$ cat src/hdl/touch_primary_contact_tracker_defines.svh
// assertion macros shared by the tracker rtl
`ifndef TOUCH_PRIMARY_CONTACT_TRACKER_DEFINES_SVH
`define TOUCH_PRIMARY_CONTACT_TRACKER_DEFINES_SVH
`ifndef SYNTHESIS
`define TPCT_ASSERT_IMP(lbl, ante, cons, msg) \
  lbl: assert property (@(posedge clk_i) disable iff (!rst_ni) (ante) |-> (cons)) \
    else $error(msg);
`define TPCT_ASSERT_NXT(lbl, ante, cons, msg) \
  lbl: assert property (@(posedge clk_i) disable iff (!rst_ni) (ante) |=> (cons)) \
    else $error(msg);
`else
`define TPCT_ASSERT_IMP(lbl, ante, cons, msg)
`define TPCT_ASSERT_NXT(lbl, ante, cons, msg)
`endif
`endif

$ cat src/hdl/tpct_pkg.sv
// types and constants of the touch contact tracker
package tpct_pkg;

  localparam int unsigned RAW_W    = 16;
  localparam int unsigned NUM_W    = 12;
  localparam int unsigned DEN_W    = 16;
  localparam int unsigned PROD_W   = RAW_W + NUM_W;
  localparam int unsigned STEP_W   = $clog2(PROD_W + 1);
  localparam int unsigned POINT_W  = 16;
  localparam int unsigned ID_W     = 8;
  localparam int unsigned COUNT_W  = 32;
  localparam int unsigned APB_ADDR_W = 4;
  localparam int unsigned APB_DATA_W = 32;
  localparam int unsigned SEEN_W   = 3;

  localparam logic [1:0] ACT_IDLE     = 2'd0;
  localparam logic [1:0] ACT_FAILED   = 2'd1;
  localparam logic [1:0] ACT_RELEASED = 2'd2;
  localparam logic [1:0] ACT_CONTACTS = 2'd3;

  localparam logic [1:0] REG_DISPLAY_WIDTH  = 2'd0;
  localparam logic [1:0] REG_DISPLAY_HEIGHT = 2'd1;
  localparam logic [1:0] REG_PANEL_WIDTH    = 2'd2;
  localparam logic [1:0] REG_PANEL_HEIGHT   = 2'd3;

  localparam logic [NUM_W-1:0] DISPLAY_WIDTH_RST  = 12'd800;
  localparam logic [NUM_W-1:0] DISPLAY_HEIGHT_RST = 12'd480;
  localparam logic [DEN_W-1:0] PANEL_WIDTH_RST    = 16'd800;
  localparam logic [DEN_W-1:0] PANEL_HEIGHT_RST   = 16'd480;

  localparam logic [SEEN_W-1:0] MAX_CONTACTS = 3'd5;

  typedef struct packed {
    logic [1:0]       action;
    logic             has_contact;
    logic [ID_W-1:0]  contact_id;
    logic [RAW_W-1:0] contact_x;
    logic [RAW_W-1:0] contact_y;
    logic             last_of_poll;
  } item_t;

  typedef struct packed {
    logic               pressed;
    logic [POINT_W-1:0] point_x;
    logic [POINT_W-1:0] point_y;
    logic [COUNT_W-1:0] idle_count;
    logic [COUNT_W-1:0] fail_count;
    logic [COUNT_W-1:0] buffer_count;
  } result_t;

endpackage

$ cat src/hdl/tpct_scale.sv
// bit-serial scaler: raw * num / den, saturating
`include "touch_primary_contact_tracker_defines.svh"
module tpct_scale #(
  parameter int unsigned COORD_BITS = 16
) (
  input  logic                         clk_i,
  input  logic                         rst_ni,
  input  logic                         start_i,
  input  logic [tpct_pkg::RAW_W-1:0]   raw_i,
  input  logic [tpct_pkg::NUM_W-1:0]   num_i,
  input  logic [tpct_pkg::DEN_W-1:0]   den_i,
  output logic                         done_o,
  output logic [COORD_BITS-1:0]        result_o
);
  import tpct_pkg::*;

  localparam logic [1:0] ST_IDLE = 2'd0;
  localparam logic [1:0] ST_MUL  = 2'd1;
  localparam logic [1:0] ST_DIV  = 2'd2;

  logic [1:0]            state_q, state_d;
  logic [STEP_W-1:0]     cnt_q, cnt_d;
  logic                  done_q, done_d;
  logic [NUM_W-1:0]      num_q, num_d;
  logic [RAW_W-1:0]      raw_q, raw_d;
  logic [DEN_W-1:0]      den_q, den_d;
  logic [PROD_W-1:0]     acc_q, acc_d;
  logic [DEN_W-1:0]      rem_q, rem_d;
  logic [COORD_BITS-1:0] quo_q, quo_d;
  logic                  ovf_q, ovf_d;
  logic [DEN_W:0]        trial;
  logic [DEN_W:0]        diff;
  logic                  fits;

  assign trial = {rem_q, acc_q[PROD_W-1]};
  assign fits  = trial >= {1'b0, den_q};
  assign diff  = trial - {1'b0, den_q};

  always_comb begin
    state_d = state_q;
    cnt_d   = cnt_q;
    done_d  = 1'b0;
    num_d   = num_q;
    raw_d   = raw_q;
    den_d   = den_q;
    acc_d   = acc_q;
    rem_d   = rem_q;
    quo_d   = quo_q;
    ovf_d   = ovf_q;
    case (state_q)
      ST_IDLE: begin
        if (start_i) begin
          state_d = ST_MUL;
          cnt_d   = STEP_W'(NUM_W);
          num_d   = num_i;
          raw_d   = raw_i;
          den_d   = den_i;
          acc_d   = '0;
          rem_d   = '0;
          quo_d   = '0;
          ovf_d   = 1'b0;
        end
      end
      ST_MUL: begin
        // one multiplier bit per cycle, msb first
        acc_d = {acc_q[PROD_W-2:0], 1'b0} + (num_q[NUM_W-1] ? PROD_W'(raw_q) : '0);
        num_d = {num_q[NUM_W-2:0], 1'b0};
        cnt_d = cnt_q - 1'b1;
        if (cnt_q == STEP_W'(1)) begin
          state_d = ST_DIV;
          cnt_d   = STEP_W'(PROD_W);
        end
      end
      ST_DIV: begin
        // restoring division, one quotient bit per cycle
        acc_d = {acc_q[PROD_W-2:0], 1'b0};
        rem_d = fits ? diff[DEN_W-1:0] : trial[DEN_W-1:0];
        quo_d = {quo_q[COORD_BITS-2:0], fits};
        ovf_d = ovf_q | quo_q[COORD_BITS-1];
        cnt_d = cnt_q - 1'b1;
        if (cnt_q == STEP_W'(1)) begin
          state_d = ST_IDLE;
          done_d  = 1'b1;
        end
      end
      default: begin
        state_d = ST_IDLE;
      end
    endcase
  end

  always_ff @(posedge clk_i or negedge rst_ni) begin
    if (!rst_ni) begin
      state_q <= ST_IDLE;
      cnt_q   <= '0;
      done_q  <= 1'b0;
    end else begin
      state_q <= state_d;
      cnt_q   <= cnt_d;
      done_q  <= done_d;
    end
  end

  always_ff @(posedge clk_i) begin
    num_q <= num_d;
    raw_q <= raw_d;
    den_q <= den_d;
    acc_q <= acc_d;
    rem_q <= rem_d;
    quo_q <= quo_d;
    ovf_q <= ovf_d;
  end

  assign done_o   = done_q;
  assign result_o = ovf_q ? '1 : quo_q;

  `TPCT_ASSERT_IMP(a_start_when_idle, start_i, state_q == ST_IDLE, "scaler started while busy")
  `TPCT_ASSERT_NXT(a_done_single, done_q, !done_q, "scaler done held longer than a cycle")
  `TPCT_ASSERT_IMP(a_steps_left, state_q != ST_IDLE, cnt_q != '0, "scaler running with no steps left")

endmodule
$ cat config.mk
export PLATFORM = sky130hd
export DESIGN_NAME = tpct_scale
export DESIGN_NICKNAME = d
export VERILOG_FILES = /design/src/hdl/tpct_pkg.sv /design/src/hdl/tpct_scale.sv
export VERILOG_INCLUDE_DIRS = /design/src /design/src/hdl
export SDC_FILE = /design/constraint.sdc
export NUM_CORES = 1
export LEC_CHECK = 0
export ABC_AREA = 1
export ABC_CLOCK_PERIOD_IN_PS = 4700
export BUFFER_PORTS_ARGS = -buffer_cell sky130_fd_sc_hd__buf_2
export CORE_MARGIN = 5
export CORE_UTILIZATION = 25
export CTS_CLUSTER_DIAMETER = 50
export DETAILED_ROUTE_END_ITERATION = 8
export HOLD_SLACK_MARGIN = 0.12
export PLACE_DENSITY = 0.42
export SYNTH_ARGS = -nofsm -noshare
export SYNTH_HDL_FRONTEND = slang
export SYNTH_SLANG_ARGS = --single-unit
$ cat constraint.sdc
create_clock -name clk_i -period 4.7 [get_ports clk_i]
set_input_delay 0.94 -clock clk_i [delete_from_list [all_inputs] [get_ports clk_i]]
set_output_delay 0.94 -clock clk_i [all_outputs]
set_load 0.05 [all_outputs]
==> results.json <==
{
  "gp_congestion": 0.807,
  "chipHeight_um": 181,
  "clock_path_buffers": 2,
  "cts_setup_buffers": 0,
  "synth_area_um2": 7320,
  "n_antenna_cell": 0,
  "routed-via-count": 5947,
  "cp_slowest_stage_delay_ns": 0.69,
  "start_kind": "register",
  "seq_area_frac_synth": 0.458,
  "antenna_found_initial": 0,
  "clock_latency_ns": 0.42,
  "p_per_area_nw_per_um2": 720,
  "dr.pass1.iters": 5,
  "wl_met3_um": 542,
  "cts.clk_slew.worst_paths_ns": 0.06,
  "dieWidth_um": 181,
  "grt_max_degree": 49,
  "cts_sinks": 113,
  "portBuffers": 63,
  "area_delta_synth_final_pct": 18.1,
  "ios": 64,
  "skew_ns": 0.0109,
  "fin_crit_sh": 0.591,
  "grt_usage": 0.113,
  "n_fill_cell": 3098,
  "rows": 62,
  "hold_viol_final": 0,
  "path_buf_inv": 3,
  "hold_path_class": "primary input to async pin",
  "crit_path_end_kind": "register",
  "syn_inst": 967,
  "finish.utilization": 0.300,
  "path_delay_family": "simple AND/OR/NAND/NOR gates",
  "avgRoutedWirePerCell_um": 12.8,
  "path_cells": "nand2_1 -> inv_1 -> ha_1 -> inv_1 -> fa_1 -> inv_1 -> nand2_1 -> nand3_1 -> nand3_1 -> nand2_1 -> nand2_1 -> nand2_1 -> nand3_1 -> nand2_1 -> a21oi_1",
  "outcome": "finished, final reports clean",
  "finalSetupTns_ns": 0,
  "wirelength_mm": 18.3,
  "cp.required_ns": 4.88,
  "max_freq_mhz": 360,
  "critPathArrivalTime_ns": 2.95,
  "synth_nets": 1052,
  "drc": 0,
  "maxCapViolCount": 0,
  "drtIter0Drc": 263,
  "cts_hold_buf": 0,
  "die_area_um2": 32800,
  "start_util": 0.254,
  "core_area_um2": 28800,
  "wl_met1_mm": 8.79,
  "slew-limit-headroom": 0.240,
  "top_layer": "met4",
  "numCtsBuffers": 17,
  "critPathKind": "register to register",
  "viasPerCell": 4.15,
  "syn-mean-instance-area_um2": 7.57,
  "tightest_slew_ns": 1.14,
  "worstPathMaxFanout": 16,
  "drive_above_1_share": 0.130,
  "dp_hpwl_mm": 13.4,
  "cts_tree": "done",
  "cp_slowest_cell": "edfxtp_1",
  "cp_common_cell": "nand2_1",
  "setup_viol": 0,
  "synth_warnings": 0,
  "grt_pass1_vias": 6008,
  "grt_setup_unrepaired": "false",
  "ys_seq_elements": 113,
  "nets": 1120,
  "globalRoute.totalOverflow": 0,
  "clockRootBuffer": "clkbuf_16",
  "ant_nets": 0,
  "slew_viol_final": 0,
  "cts.repair.resized": 0,
  "peakVddDrop_mv": 0.290,
  "h-tree-depth": 4,
  "grt_pass1_wl_mm": 30.1,
  "power_leakage_nw": 4.26,
  "ys_types": 37,
  "wl_met2_mm": 8.75,
  "timing.final.crit_period_ns": 2.78
}
-- sequential cells by signal (all words and copies together) (netlist names) --
register,count
done_o,1
acc_q,28
state_q,2
cnt_q,5
rem_q,16
raw_q,16
quo_q,16
num_q,12
ovf_q,1
den_q,16
-- through the flow --
stage / instances / setup WS (ns) / power [mW] / instance area [um^2] / hold slack, ns
detailed placement: 1400 / 1.89 / 4.98 / 8060 / 0.510
global placement: 1400 / 1.98 / 4.99 / 8060 / 0.501
floorplan: 967 / 0.879 / 4.22 / 7320 / 0.478
CTS: 1432 / 1.88 / 6.33 / 8640 / 0.330
finish: 1432 / 1.92 / 6.22 / 8640 / 0.354
global route: 1432 / 1.58 / 6.80 / 8640 / 0.347
-- synthesized netlist by cell type --
library cell | n | area share
fa_1 | 2 | 0.0055
o21ai_1 | 1 | 0.00068
xor2_1 | 3 | 0.0036
and2_4 | 1 | 0.0012
nand3_1 | 37 | 0.025
a21oi_1 | 39 | 0.027
a22o_1 | 1 | 0.0012
buf_1 | 1 | 0.00051
a32o_1 | 1 | 0.0014
nor4_1 | 1 | 0.00086
a31o_2 | 1 | 0.0012
inv_1 | 170 | 0.087
nand2_1 | 368 | 0.19
dfrtp_1 | 8 | 0.027
edfxtp_1 | 105 | 0.43
nand2_2 | 6 | 0.0051
nor3_1 | 11 | 0.0075
buf_8 | 2 | 0.0041
nor2_1 | 77 | 0.040
o22ai_1 | 3 | 0.0026
buf_2 | 1 | 0.00068
a21oi_2 | 1 | 0.0012
ha_1 | 36 | 0.062
nor2_2 | 2 | 0.0017
buf_6 | 2 | 0.0031
and3_1 | 2 | 0.0017
or2_2 | 15 | 0.013
o21ai_0 | 24 | 0.016
clkbuf_1 | 13 | 0.0067
nand2_4 | 1 | 0.0015
nand4_1 | 8 | 0.0068
mux2i_1 | 1 | 0.0014
o21bai_1 | 1 | 0.0010
nand2_8 | 1 | 0.0027
nand3b_1 | 9 | 0.0092
xnor2_1 | 6 | 0.0072
inv_2 | 6 | 0.0031
-- cell type report --
type | instances | area, um^2 | area share
sequential | 113 | 3350 | 0.388
multi-input combinational | 659 | 3210 | 0.372
inverter | 176 | 661 | 0.0764
tap | 384 | 480 | 0.0556
clock buffer | 18 | 429 | 0.0497
timing repair buffer | 68 | 353 | 0.0408
clock inverter | 14 | 155 | 0.0180
-- power by group --
part / internal [mW] / total [mW] / switching [mW]
logic: 0.922 / 3.00 / 2.07
registers: 1.67 / 1.92 / 0.247
clock network: 0.786 / 1.31 / 0.521
-- per-layer routing --
layer / track usage / vias up
met1: 0.143 / 2693
met2: 0.195 / 71
met4: 0.0315 / 0
met3: 0.0267 / 13
met5: 0 / -
li1: - / 3170
-- kinds of logic (layout without fill, tap and decap cells) --
family | after synthesis | in the layout | share of synthesized area
flops | 113 | 113 | 0.458
mux | 1 | 1 | 0.00137
buf+inv | 195 | 276 | 0.105
simple gates | 539 | 539 | 0.305
compound gates | 72 | 72 | 0.0523
xor+xnor | 9 | 9 | 0.0108
fa+ha+maj | 38 | 38 | 0.0670
-- worst paths after layout --
| kind | from | endpoint | slack, ns | cells past startpoint |
|---|---|---|---|---|
| min | rst_ni | done_o | 0.35 | 1 |
| max in group asynchronous | rst_ni | cnt_q[2] | 4.17 | 1 |
| min reg2reg | cnt_q[0] | cnt_q[0] | 0.51 | 1 |
| min in group clk_i | cnt_q[0] | cnt_q[0] | 0.51 | 1 |
| max | num_q[11] | acc_q[25] | 1.92 | 15 |
| max reg2reg | num_q[11] | acc_q[25] | 1.92 | 15 |
-- cells in the final DEF, fill, tap and decap left out, types with 2 or more instances in the layout --
| master | instances |
|---|---|
| buf_4 | 5 |
| inv_1 | 170 |
| inv_6 | 4 |
| bufinv_16 | 2 |
| a21oi_1 | 39 |
| xor2_1 | 3 |
| clkinv_4 | 2 |
| nor2_1 | 77 |
| xnor2_1 | 6 |
| clkinvlp_4 | 5 |
| o21ai_0 | 23 |
| and3_1 | 2 |
| nand2_2 | 6 |
| dfrtp_1 | 8 |
| or2_2 | 15 |
| nor3_1 | 11 |
| buf_2 | 63 |
| nor2_2 | 2 |
| fa_1 | 2 |
| edfxtp_1 | 105 |
| ha_1 | 35 |
| nand4_1 | 8 |
| o22ai_1 | 3 |
| nand2_1 | 368 |
| nand3b_1 | 9 |
| clkbuf_16 | 17 |
| nand3_1 | 37 |
| inv_2 | 6 |
(Power assumes the default switching activity.)
